===== config.mk =====
export PLATFORM = sky130hd
export DESIGN_NAME = two_sweep_line_rasterizer
export DESIGN_NICKNAME = d
export VERILOG_FILES = /design/src/rtl/tslr_pkg.sv /design/src/rtl/tslr_div.sv /design/src/rtl/tslr_ctrl.sv /design/src/rtl/tslr_dp.sv /design/src/rtl/two_sweep_line_rasterizer.sv
export VERILOG_INCLUDE_DIRS = /design/src /design/src/rtl
export SDC_FILE = /design/constraint.sdc
export NUM_CORES = 1
export LEC_CHECK = 0
export ABC_AREA = 1
export BUFFER_PORTS_ARGS = -buffer_cell sky130_fd_sc_hd__buf_2
export CAP_MARGIN = 10
export CELL_PAD_IN_SITES_DETAIL_PLACEMENT = 1
export CELL_PAD_IN_SITES_GLOBAL_PLACEMENT = 2
export CORE_MARGIN = 5
export CORE_UTILIZATION = 35
export CTS_CLUSTER_DIAMETER = 30
export DETAILED_ROUTE_END_ITERATION = 8
export HOLD_SLACK_MARGIN = 0.08
export PLACE_DENSITY = 0.88
export SLEW_MARGIN = 40
export SYNTH_ARGS = -nofsm -noshare
export SYNTH_HDL_FRONTEND = slang
export SYNTH_SLANG_ARGS = --single-unit
export TNS_END_PERCENT = 30

===== constraint.sdc =====
create_clock -name clk -period 6.3 [get_ports clk]
set_input_delay 0.315 -clock clk [delete_from_list [all_inputs] [get_ports clk]]
set_output_delay 0.315 -clock clk [all_outputs]
set_load 0.01 [all_outputs]

===== src/rtl/two_sweep_line_rasterizer_macros.svh =====
// Assertion macros for the two-sweep line rasterizer.
`ifndef TWO_SWEEP_LINE_RASTERIZER_MACROS_SVH
`define TWO_SWEEP_LINE_RASTERIZER_MACROS_SVH

// Same-cycle implication, sampled on clk, off during reset.
`define TSLR_ASSERT_IMP(name, ante, cons) \
    name: assert property (@(posedge clk) disable iff (!rst_n) (ante) |-> (cons)) \
        else $error("tslr check failed");

// Next-cycle implication, sampled on clk, off during reset.
`define TSLR_ASSERT_NXT(name, ante, cons) \
    name: assert property (@(posedge clk) disable iff (!rst_n) (ante) |=> (cons)) \
        else $error("tslr check failed");

`endif


===== src/rtl/tslr_pkg.sv =====
// Shared types and constants for the two-sweep line rasterizer.
`default_nettype none

package tslr_pkg;

    localparam int COORD_W  = 5;
    localparam int COLOUR_W = 24;
    localparam int ADDR_W   = 3;
    localparam int DATA_W   = 32;
    localparam int DIV_STEPS = COORD_W;

    localparam logic [0:0] REG_PEN_COLOUR = 1'b0;

    typedef logic [COORD_W-1:0]  coord_t;
    typedef logic [COLOUR_W-1:0] colour_t;

    typedef struct packed {
        coord_t start_x;
        coord_t start_y;
        coord_t end_x;
        coord_t end_y;
    } seg_item_t;

    typedef struct packed {
        coord_t  pixel_x;
        coord_t  pixel_y;
        colour_t pixel_colour;
        logic    last_pixel;
    } pix_item_t;

    typedef struct packed {
        logic load;
        logic div_step;
        logic step1;
        logic step2;
    } cmd_t;

    typedef struct packed {
        logic last1;
        logic last2;
    } stat_t;

endpackage

`default_nettype wire


===== src/rtl/tslr_div.sv =====
// Restoring divider, one quotient bit per cycle while step is high, for the slope increment.
`default_nettype none

module tslr_div
(
    input  wire logic            clk,
    input  wire logic            init,
    input  wire logic            step,
    input  wire tslr_pkg::coord_t dividend,
    input  wire tslr_pkg::coord_t divisor,
    output tslr_pkg::coord_t     quot,
    output tslr_pkg::coord_t     rem
);

    localparam int W = tslr_pkg::COORD_W;

    tslr_pkg::coord_t acc_reg, acc_next;
    tslr_pkg::coord_t rem_reg, rem_next;
    tslr_pkg::coord_t den_reg;
    logic [W:0]       rem_sh;
    logic             ge;

    always_comb
    begin
        rem_sh   = {rem_reg, acc_reg[W-1]};
        ge       = rem_sh >= {1'b0, den_reg};
        rem_next = ge ? W'(rem_sh - {1'b0, den_reg}) : rem_sh[W-1:0];
        acc_next = {acc_reg[W-2:0], ge};
    end

    always_ff @(posedge clk)
    begin
        if (init)
        begin
            acc_reg <= dividend;
            rem_reg <= '0;
            den_reg <= divisor;
        end
        else if (step)
        begin
            acc_reg <= acc_next;
            rem_reg <= rem_next;
        end
    end

    assign quot = acc_reg;
    assign rem  = rem_reg;

endmodule

`default_nettype wire


===== src/rtl/tslr_ctrl.sv =====
// Sequencer: setup division, x sweep, y sweep.
`default_nettype none

module tslr_ctrl
(
    input  wire logic           clk,
    input  wire logic           rst_n,
    input  wire logic           start,
    input  wire tslr_pkg::stat_t stat,
    output tslr_pkg::cmd_t      cmd,
    output logic                busy
);

    localparam logic [1:0] S_IDLE = 2'd0;
    localparam logic [1:0] S_DIV  = 2'd1;
    localparam logic [1:0] S_SW1  = 2'd2;
    localparam logic [1:0] S_SW2  = 2'd3;

    localparam int CNT_W = $clog2(tslr_pkg::DIV_STEPS);

    logic [1:0]       state_reg, state_next;
    logic [CNT_W-1:0] cnt_reg, cnt_next;

    always_comb
    begin
        state_next = state_reg;
        cnt_next   = cnt_reg;
        cmd        = '0;
        unique case (state_reg)
            S_IDLE:
            begin
                if (start)
                begin
                    cmd.load   = 1'b1;
                    cnt_next   = CNT_W'(tslr_pkg::DIV_STEPS - 1);
                    state_next = S_DIV;
                end
            end
            S_DIV:
            begin
                cmd.div_step = 1'b1;
                cnt_next     = cnt_reg - CNT_W'(1);
                if (cnt_reg == '0)
                begin
                    state_next = S_SW1;
                end
            end
            S_SW1:
            begin
                cmd.step1 = 1'b1;
                if (stat.last1)
                begin
                    state_next = S_SW2;
                end
            end
            S_SW2:
            begin
                cmd.step2 = 1'b1;
                if (stat.last2)
                begin
                    state_next = S_IDLE;
                end
            end
            default:
            begin
                state_next = S_IDLE;
            end
        endcase
    end

    always_ff @(posedge clk or negedge rst_n)
    begin
        if (!rst_n)
        begin
            state_reg <= S_IDLE;
            cnt_reg   <= '0;
        end
        else
        begin
            state_reg <= state_next;
            cnt_reg   <= cnt_next;
        end
    end

    assign busy = (state_reg != S_IDLE);

endmodule

`default_nettype wire


===== src/rtl/tslr_dp.sv =====
// Datapath: endpoint setup, incremental quotient/remainder stepping, pixel register.
`default_nettype none

module tslr_dp
#(
    parameter int CANVAS_SIZE = 32
)
(
    input  wire logic              clk,
    input  wire logic              rst_n,
    input  wire tslr_pkg::cmd_t    cmd,
    input  wire tslr_pkg::seg_item_t seg,
    input  wire tslr_pkg::colour_t colour,
    output tslr_pkg::stat_t        stat,
    output tslr_pkg::pix_item_t    pixel,
    output logic                   pixel_valid
);

    localparam int W = tslr_pkg::COORD_W;
    localparam tslr_pkg::coord_t COORD_MAX = W'(CANVAS_SIZE - 1);

    typedef struct packed {
        tslr_pkg::coord_t t;
        tslr_pkg::coord_t q;
        tslr_pkg::coord_t r;
        tslr_pkg::coord_t hi;
        tslr_pkg::coord_t den;
        logic             neg;
    } sweep_t;

    function automatic tslr_pkg::coord_t clamp(input tslr_pkg::coord_t v);
        return (v > COORD_MAX) ? COORD_MAX : v;
    endfunction

    // quotient += floor(inc/den), remainder += inc mod den, carry on wrap
    function automatic sweep_t advance(input sweep_t s, input tslr_pkg::coord_t dq,
                                       input tslr_pkg::coord_t dr);
        logic [W:0]       qs;
        tslr_pkg::coord_t rs;
        logic [W:0]       rsum;
        logic             wrap;
        logic [W+1:0]     qsum;
        sweep_t           n;
        n = s;
        if (!s.neg)
        begin
            qs = {1'b0, dq};
            rs = dr;
        end
        else if (dr == '0)
        begin
            qs = -{1'b0, dq};
            rs = '0;
        end
        else
        begin
            qs = ~{1'b0, dq};
            rs = s.den - dr;
        end
        rsum = {1'b0, s.r} + {1'b0, rs};
        wrap = rsum >= {1'b0, s.den};
        qsum = {2'b00, s.q} + {qs[W], qs} + {{(W+1){1'b0}}, wrap};
        n.t  = s.t + W'(1);
        n.r  = wrap ? W'(rsum - {1'b0, s.den}) : rsum[W-1:0];
        n.q  = qsum[W-1:0];
        return n;
    endfunction

    tslr_pkg::coord_t x1, y1, x2, y2;
    tslr_pkg::coord_t xa, xb, ya, yb, ta, tb, pa, pb;
    tslr_pkg::coord_t mag1, mag2;
    logic             x_fwd, y_fwd;
    sweep_t           init1, init2;
    sweep_t           sw1_reg, sw1_next, sw2_reg, sw2_next;
    tslr_pkg::coord_t q1, r1, q2, r2;
    tslr_pkg::pix_item_t pix_reg;
    logic             valid_reg;

    always_comb
    begin
        x1 = clamp(seg.start_x);
        y1 = clamp(seg.start_y);
        x2 = clamp(seg.end_x);
        y2 = clamp(seg.end_y);

        x_fwd = x1 < x2;
        xa = x_fwd ? x1 : x2;
        xb = x_fwd ? x2 : x1;
        ya = x_fwd ? y1 : y2;
        yb = x_fwd ? y2 : y1;
        init1.t   = xa;
        init1.q   = ya;
        init1.r   = '0;
        init1.hi  = xb;
        init1.den = xb - xa;
        init1.neg = yb < ya;
        mag1      = init1.neg ? (ya - yb) : (yb - ya);

        // equal y keeps the first endpoint so a flat segment lands on start_x
        y_fwd = y1 <= y2;
        ta = y_fwd ? y1 : y2;
        tb = y_fwd ? y2 : y1;
        pa = y_fwd ? x1 : x2;
        pb = y_fwd ? x2 : x1;
        init2.t   = ta;
        init2.q   = pa;
        init2.r   = '0;
        init2.hi  = tb;
        init2.den = tb - ta;
        init2.neg = pb < pa;
        mag2      = init2.neg ? (pa - pb) : (pb - pa);
    end

    tslr_div u_div1
    (
        .clk      (clk),
        .init     (cmd.load),
        .step     (cmd.div_step),
        .dividend (mag1),
        .divisor  (init1.den),
        .quot     (q1),
        .rem      (r1)
    );

    tslr_div u_div2
    (
        .clk      (clk),
        .init     (cmd.load),
        .step     (cmd.div_step),
        .dividend (mag2),
        .divisor  (init2.den),
        .quot     (q2),
        .rem      (r2)
    );

    always_comb
    begin
        sw1_next = sw1_reg;
        sw2_next = sw2_reg;
        if (cmd.load)
        begin
            sw1_next = init1;
            sw2_next = init2;
        end
        else
        begin
            if (cmd.step1)
            begin
                sw1_next = advance(sw1_reg, q1, r1);
            end
            if (cmd.step2)
            begin
                sw2_next = advance(sw2_reg, q2, r2);
            end
        end
    end

    always_ff @(posedge clk)
    begin
        sw1_reg <= sw1_next;
        sw2_reg <= sw2_next;
        if (cmd.step1)
        begin
            pix_reg.pixel_x      <= sw1_reg.t;
            pix_reg.pixel_y      <= sw1_reg.q;
            pix_reg.pixel_colour <= colour;
            pix_reg.last_pixel   <= 1'b0;
        end
        else if (cmd.step2)
        begin
            pix_reg.pixel_x      <= sw2_reg.q;
            pix_reg.pixel_y      <= sw2_reg.t;
            pix_reg.pixel_colour <= colour;
            pix_reg.last_pixel   <= stat.last2;
        end
    end

    always_ff @(posedge clk or negedge rst_n)
    begin
        if (!rst_n)
        begin
            valid_reg <= 1'b0;
        end
        else
        begin
            valid_reg <= cmd.step1 | cmd.step2;
        end
    end

    assign stat.last1  = (sw1_reg.t == sw1_reg.hi);
    assign stat.last2  = (sw2_reg.t == sw2_reg.hi);
    assign pixel       = pix_reg;
    assign pixel_valid = valid_reg;

endmodule

`default_nettype wire


===== src/rtl/two_sweep_line_rasterizer.sv =====
// Top level of the two-sweep line rasterizer: pen register, sequencer, datapath.
`default_nettype none
//
// A segment item is taken on segment when start is high and busy is low.
// The block then sweeps x across the segment, one pixel per cycle, and
// after that sweeps y, one pixel per cycle; each pixel is shown on pixel
// for one cycle with pixel_valid high and must be taken in that cycle.
// Steps per segment: a load, then the slope dividers (one quotient bit per
// cycle, both sweeps in parallel), then |dx|+1 x-sweep pixels and |dy|+1
// y-sweep pixels. busy falls in the cycle the last pixel is shown, so the
// next segment may be accepted then.
// Coordinates above CANVAS_SIZE-1 saturate. The pen colour is written over
// the APB port (any address with paddr[2] low) and is copied into each
// pixel; the user must write it only while idle, which the block itself
// does not enforce. Reset returns the sequencer to idle, drops pixel_valid
// and clears the pen colour to 0.
//

`include "two_sweep_line_rasterizer_macros.svh"

module two_sweep_line_rasterizer
#(
    parameter int CANVAS_SIZE = 32
)
(
    input  wire logic                          clk,
    input  wire logic                          rst_n,
    input  wire logic                          start,
    output logic                               busy,
    input  wire tslr_pkg::seg_item_t           segment,
    output logic                               pixel_valid,
    output tslr_pkg::pix_item_t                pixel,
    input  wire logic                          psel,
    input  wire logic                          penable,
    input  wire logic                          pwrite,
    input  wire logic [tslr_pkg::ADDR_W-1:0]   paddr,
    input  wire logic [tslr_pkg::DATA_W-1:0]   pwdata,
    output logic [tslr_pkg::DATA_W-1:0]        prdata,
    output logic                               pready
);

    tslr_pkg::colour_t pen_reg;
    tslr_pkg::cmd_t    cmd;
    tslr_pkg::stat_t   stat;
    logic              pen_sel;

    assign pready  = 1'b1;
    assign pen_sel = (paddr[tslr_pkg::ADDR_W-1:2] == tslr_pkg::REG_PEN_COLOUR);
    assign prdata  = pen_sel ? {{(tslr_pkg::DATA_W - tslr_pkg::COLOUR_W){1'b0}}, pen_reg}
                             : '0;

    always_ff @(posedge clk or negedge rst_n)
    begin
        if (!rst_n)
        begin
            pen_reg <= '0;
        end
        else if (psel && penable && pwrite && pen_sel)
        begin
            pen_reg <= pwdata[tslr_pkg::COLOUR_W-1:0];
        end
    end

    tslr_ctrl u_ctrl
    (
        .clk   (clk),
        .rst_n (rst_n),
        .start (start),
        .stat  (stat),
        .cmd   (cmd),
        .busy  (busy)
    );

    tslr_dp
    #(
        .CANVAS_SIZE (CANVAS_SIZE)
    )
    u_dp
    (
        .clk         (clk),
        .rst_n       (rst_n),
        .cmd         (cmd),
        .seg         (segment),
        .colour      (pen_reg),
        .stat        (stat),
        .pixel       (pixel),
        .pixel_valid (pixel_valid)
    );

    `TSLR_ASSERT_NXT(a_accept_busy, start && !busy, busy)
    `TSLR_ASSERT_IMP(a_valid_while_busy, pixel_valid, $past(busy))
    `TSLR_ASSERT_IMP(a_last_ends_item, pixel_valid && pixel.last_pixel, !busy)

endmodule

`default_nettype wire

# After elaboration in Yosys (flattened, before gate mapping)
# Index checks and enable logic that the tools add are counted.
totals:
  register_bits: 147
  input_bits: 61
  out_inout_bits: 70
  word_cells: 146
op_classes:
  n_addsub: 23
  n_lt_le_gt_ge: 12
  n_eq_ne: 9
  mux: 57
  bitwise_logic: 4
  reduce_logical: 15
ops:
  columns: ["operator", "count"]
  rows:
  - ["5-bit 2-to-1 mux", 38]
  - ["26-bit 2-to-1 mux", 4]
  - ["35-bit 2-to-1 mux", 2]
  - ["5-bit subtractor", 12]
  - ["6-bit by 5-bit >= comparator with 1-bit output", 4]
  - ["24-bit 2-to-1 mux", 1]
  - ["5-bit > comparator (second input constant)", 4]
  - ["5-bit less-than comparator", 3]
  - ["5-bit by 5-bit adder with 6-bit output", 2]
  - ["2-bit nonzero test", 6]
  - ["5-bit by 1-bit adder with 5-bit output", 2]
  - ["5-bit by 1-bit adder with 5-bit output (second input constant)", 2]
  - ["5-bit adder", 2]
  - ["5-bit == test", 2]
  - ["5-bit zero test", 2]
  - ["5-bit negation", 2]
  - ["5-bit NOT", 2]
  - ["2-bit 2-to-1 mux", 4]
  - ["2-bit one-hot mux with 4 select lines", 1]
  - ["2-bit inequality test (second input constant)", 3]
  - ["3-bit one-hot mux with 2 select lines", 1]
  - ["5-bit <= comparator", 1]
  - ["1-bit 2-to-1 mux", 5]
  - ["2-bit == test (second input constant)", 2]
  - ["11 further kinds", 13]

# Depth between registers and ports, before layout
depth:
  ltp_word: 10
  depth_mapped: 27
  depth_no_buf: 27

# Cells and area by module
# From an unflattened synthesis, not the netlist that was laid out.
hier_totals:
  cells_unflattened: 1319
  hier_area_um2: 10551.4
modules_own_cells:
  columns: ["module", "n_inst", "cells_each", "area_each_um2", "seq_area_each_um2"]
  rows:
  - ["tslr_dp", 1, 906, 7170.6, 2527.4]
  - ["tslr_div", 2, 99, 878.3, 400.4]
  - ["two_sweep_line_rasterizer", 1, 169, 1267.5, 600.6]
  - ["tslr_ctrl", 1, 46, 356.6, 125.1]

# Worst setup path after synthesis
# OpenSTA, ideal clock, no wires.
synth_timing:
  path_kind: "flip-flop to flip-flop"
  from: "register u_dp.u_div2.rem_reg[1], in the netlist u_dp.u_div2.rem[1]"
  to: "register u_dp.sw2_reg[20] (netlist bit), data pin"
  setup_ps: 267
  arrival_ps: 4488
  required_ps: 6033
  path_slack_ps: 1545
  stages_incl_launch_ff: 25
  path_buffers: 0
  synth_period_minus_slack_ps: 4755
  cell_sequence: "dfxtp_1 inv_1 nand2_1 nor4_1 inv_1 nand2_1 o22ai_1 ha_1 fa_1 a21oi_1 o21ai_0 xnor2_1 inv_1 ha_1 nand4_1 nor3b_1 nand3_1 fa_1 fa_1 nand3_1 nand2_1 xnor2_1 a21oi_1 o21ai_0 o21ai_0"
synth_lines:
  columns: ["item", "line", "text"]
  rows:
  - ["from (decl)", "tslr_div.sv:18", "tslr_pkg::coord_t rem_reg, rem_next;"]
  - ["from (signal assigned)", "tslr_div.sv:42", "rem_reg <= rem_next;"]
  - ["to (signal assigned)", "tslr_dp.sv:161", "sw2_reg <= sw2_next;"]
  - ["to (decl)", "tslr_dp.sv:74", "sweep_t sw1_reg, sw1_next, sw2_reg, sw2_next;"]

==> impl_metrics.yaml <==
timing:
  slew_headroom_pct: 53.2
  finalCritPeriodShare_pct: 84.3
  worst_pin_slew_ps: 702
  setup_tns_ps: 0
  postLayoutSetupSlackWorst_ps: 989
  drv_slew: 0
  hold_ws_ps: 128
  rsz0062_at_grt: "no"
  period_minus_slack_ps: 5310
  hold_viol_final: 0
  max_clock_freq_mhz: 188
  setup_viol: 0
  skew_ps: 15.1
worst_setup_path:
  worstPathMaxFanout: 6
  critical_path.max_stage_delay_ps: 470
  crit_path_end_kind: "flop"
  crit_arrival_ps: 5480
  cp-start-kind: "flop"
  critPathBufInv: 4
  slowest_stage: "fa_1"
  cp.required_ps: 6470
  cp_top_family: "adder cells"
  worstSetupPathType: "reg -> reg"
hold_path:
  hp-class: "in -> reg"
die:
  dieArea_sq_um: 31600
  start_util_pct: 35.5
  ios: 131
  die_w_microns: 178
  fp.dieH_microns: 178
  rows: 61
  core_area_sq_um: 27800
pwr:
  combPwrFrac_pct: 55.7
  p_seq_share_pct: 28.7
  internal-power_mw: 3.38
  power.total_mw: 6.32
  ir_drop_v: 0.000273
  p_leak_nw: 5.42
  swShare_pct: 46.5
  power_density_nw_per_um2: 561
  p_sw_mw: 2.94
  p_clk_share_pct: 15.7
synth:
  synth_ff_type: "edfxtp_1"
  synth_edf_count: 96
  synth.distinct_cells: 47
  netlist_area_sq_um: 9860
  yosys.area.top_type: "edfxtp_1"
  synth_seq_area_share_pct: 41.1
  synth_top_area_share_pct: 29.2
  synth.avg_cell_area_sq_um: 8.32
  ys_ff_latch: 147
  synthArstFlopShare_pct: 20.4
  synthTopCellsByArea: "edfxtp_1 (29%), ha_1 (9.9%), nand2_1 (8.0%)"
  yosys_warnings: 0
  synth_cells: 1185
routing:
  drc_errors: 0
  via_per_inst: 4.97
  avgRoutedWirePerCell_microns: 17.2
  num_vias: 8279
  drt_wl_total_mm: 28.6
  ant_nets: 0
  firstDrtPassIters: 5
  drt_iter0_markers: 427
layout:
  drive_above_1_share_pct: 14.0
  utilization_pct: 40.5
  mostFrequentLayoutCell: "nand2_1"
  area_growth_pct: 14.2
  antenna_cells: 0
  final_cell_mix: "nand2_1 (210), inv_1 (182), nor2_1 (121)"
  final_area_sq_um: 11300
  fill_cells: 3406
  largest_register_ffs: 35
  fin_cells: 1667
  fin_nets: 1429
cts:
  clkTransAtPathRegs_ps: 80
  post_cts_resized: 0
  root_buffer: "clkbuf_16"
  clk_latency_ps: 440
  post_cts_buffers: 0
  cts-htree-levels: 4
  numCtsBuffers: 17
  cts_buffer_depth: 2
  cts.sinks: 147
  cts_tree: "done"
placed_design:
  place_inst: 1634
  hpwlAfterDp_mm: 22.3
  gp_congestion: 0.803
  dpl_cell_area_sq_um: 10700
  pre_cts_slack_ps: 1010
  buffer_ports.inserted: 111
flow_run:
  maxCapViolations: 0
global_route:
  antenna_found_initial: 0
  track_usage_pct: 18.3
  grt_overflow: 0
  grt_pass1_wl_mm: 45.9
  grt_start_max_net_pins: 49
  grt_pass1_vias: 8664
run_status:
  status: "finished clean"
[worst register-to-register path: stages (launching register included)]
cell and delay (ps):
dfxtp_1 370, inv_1 140, nand2_1 80, nor4_1 180, buf_4 190, inv_1 50
nand2_1 190, o22ai_1 110, ha_1 220, fa_1 410, a21oi_1 130, o21ai_0 150
xnor2_1 170, inv_1 70, ha_1 310, nand4_1 90, nor3b_1 330, nand3_1 250
fa_1 470, fa_1 450, nand3_1 100, nand2_1 80, xnor2_1 220, a21oi_1 100
o21ai_0 80, o21ai_0 100
[power by group through the flow]
stage / combinational, mW / sequential, mW / clock [mW]
after floorplan: 2.41 / 1.82 / 0
after global placement: 3.33 / 1.82 / 0
after detailed placement: 3.49 / 1.83 / 0
after CTS: 3.54 / 1.82 / 1.01
after global routing: 3.97 / 1.86 / 1.04
final: 3.52 / 1.81 / 0.990
[what timing repair did]
item / CTS / global route
hold endpoints to repair: 30 / 0
endpoints found under the setup margin: 0 / 0
hold buffers: 1 / 0
[synthesized netlist by cell type (3+ instances only)]
library cell / number
nand2_1: 211
inv_1: 182
nor2_1: 123
edfxtp_1: 96
ha_1: 78
o21ai_0: 74
a21oi_1: 71
nand3_1: 46
clkbuf_1: 32
o22ai_1: 31
xor2_1: 31
dfrtp_1: 30
xnor2_1: 25
dfxtp_1: 21
nand4_1: 19
fa_1: 14
nand2_2: 11
buf_4: 10
o211ai_1: 8
o21ai_1: 8
nor3_1: 7
buf_2: 6
buf_6: 6
a31oi_1: 4
o21ai_2: 4
a211oi_1: 3
[path summary, 6_finish.rpt]
kind	start	to	slack (ps)	cells after the start
setup / recovery	u_dp.u_div2.rem[1]$_SDFFE_PP0P_	u_dp.sw2_reg[20]$_DFFE_PP_	990	25
hold / removal	pwdata[13]	pen_reg[13]$_DFFE_PN0P_	130	3
setup reg to reg	u_dp.u_div2.rem[1]$_SDFFE_PP0P_	u_dp.sw2_reg[20]$_DFFE_PP_	990	25
hold reg to reg	u_dp.sw2_reg[14]$_SDFFE_PP0P_	u_dp.sw2_reg[14]$_SDFFE_PP0P_	460	2
max in group asynchronous	rst_n	u_ctrl.cnt_reg[1]$_DFFE_PN0P_	5610	2
min in group asynchronous	rst_n	pen_reg[13]$_DFFE_PN0P_	360	2
[per-layer routing]
| layer | track usage [%] | wire length [microns] | share of wire, % | vias to the layer above |
|---|---|---|---|---|
| met5 | 0 | 0 | 0 | - |
| met3 | 3.32 | 1500 | 5.2 | 33 |
| met4 | 4.74 | 439 | 1.5 | 0 |
| met1 | 25.0 | 13700 | 48 | 3980 |
| li1 | - | - | - | 4070 |
| met2 | 30.2 | 13000 | 45 | 196 |
[layout make-up]
cell class                 instances  area (sq um)  area share [%]
multi-input combinational        807          4860            43.2
clock buffer                      17           425            3.78
clock inverter                    15           135            1.20
inverter                         184           691            6.13
sequential                       147          4050            36.0
tap                              378           473            4.20
timing repair buffer             119           621            5.51
[cell families (layout without fill, tap and decap cells)]
logic type,after synthesis,after routing,share of synthesized area [%]
simple gates,431,431,18.5
buf+inv,238,335,9.98
compound gates,218,218,12.4
flops,147,147,41.1
fa+ha+maj,92,92,12.7
xor+xnor,57,57,5.14
other cells,2,9,0.0762
Power figures use the tool's default switching activity.
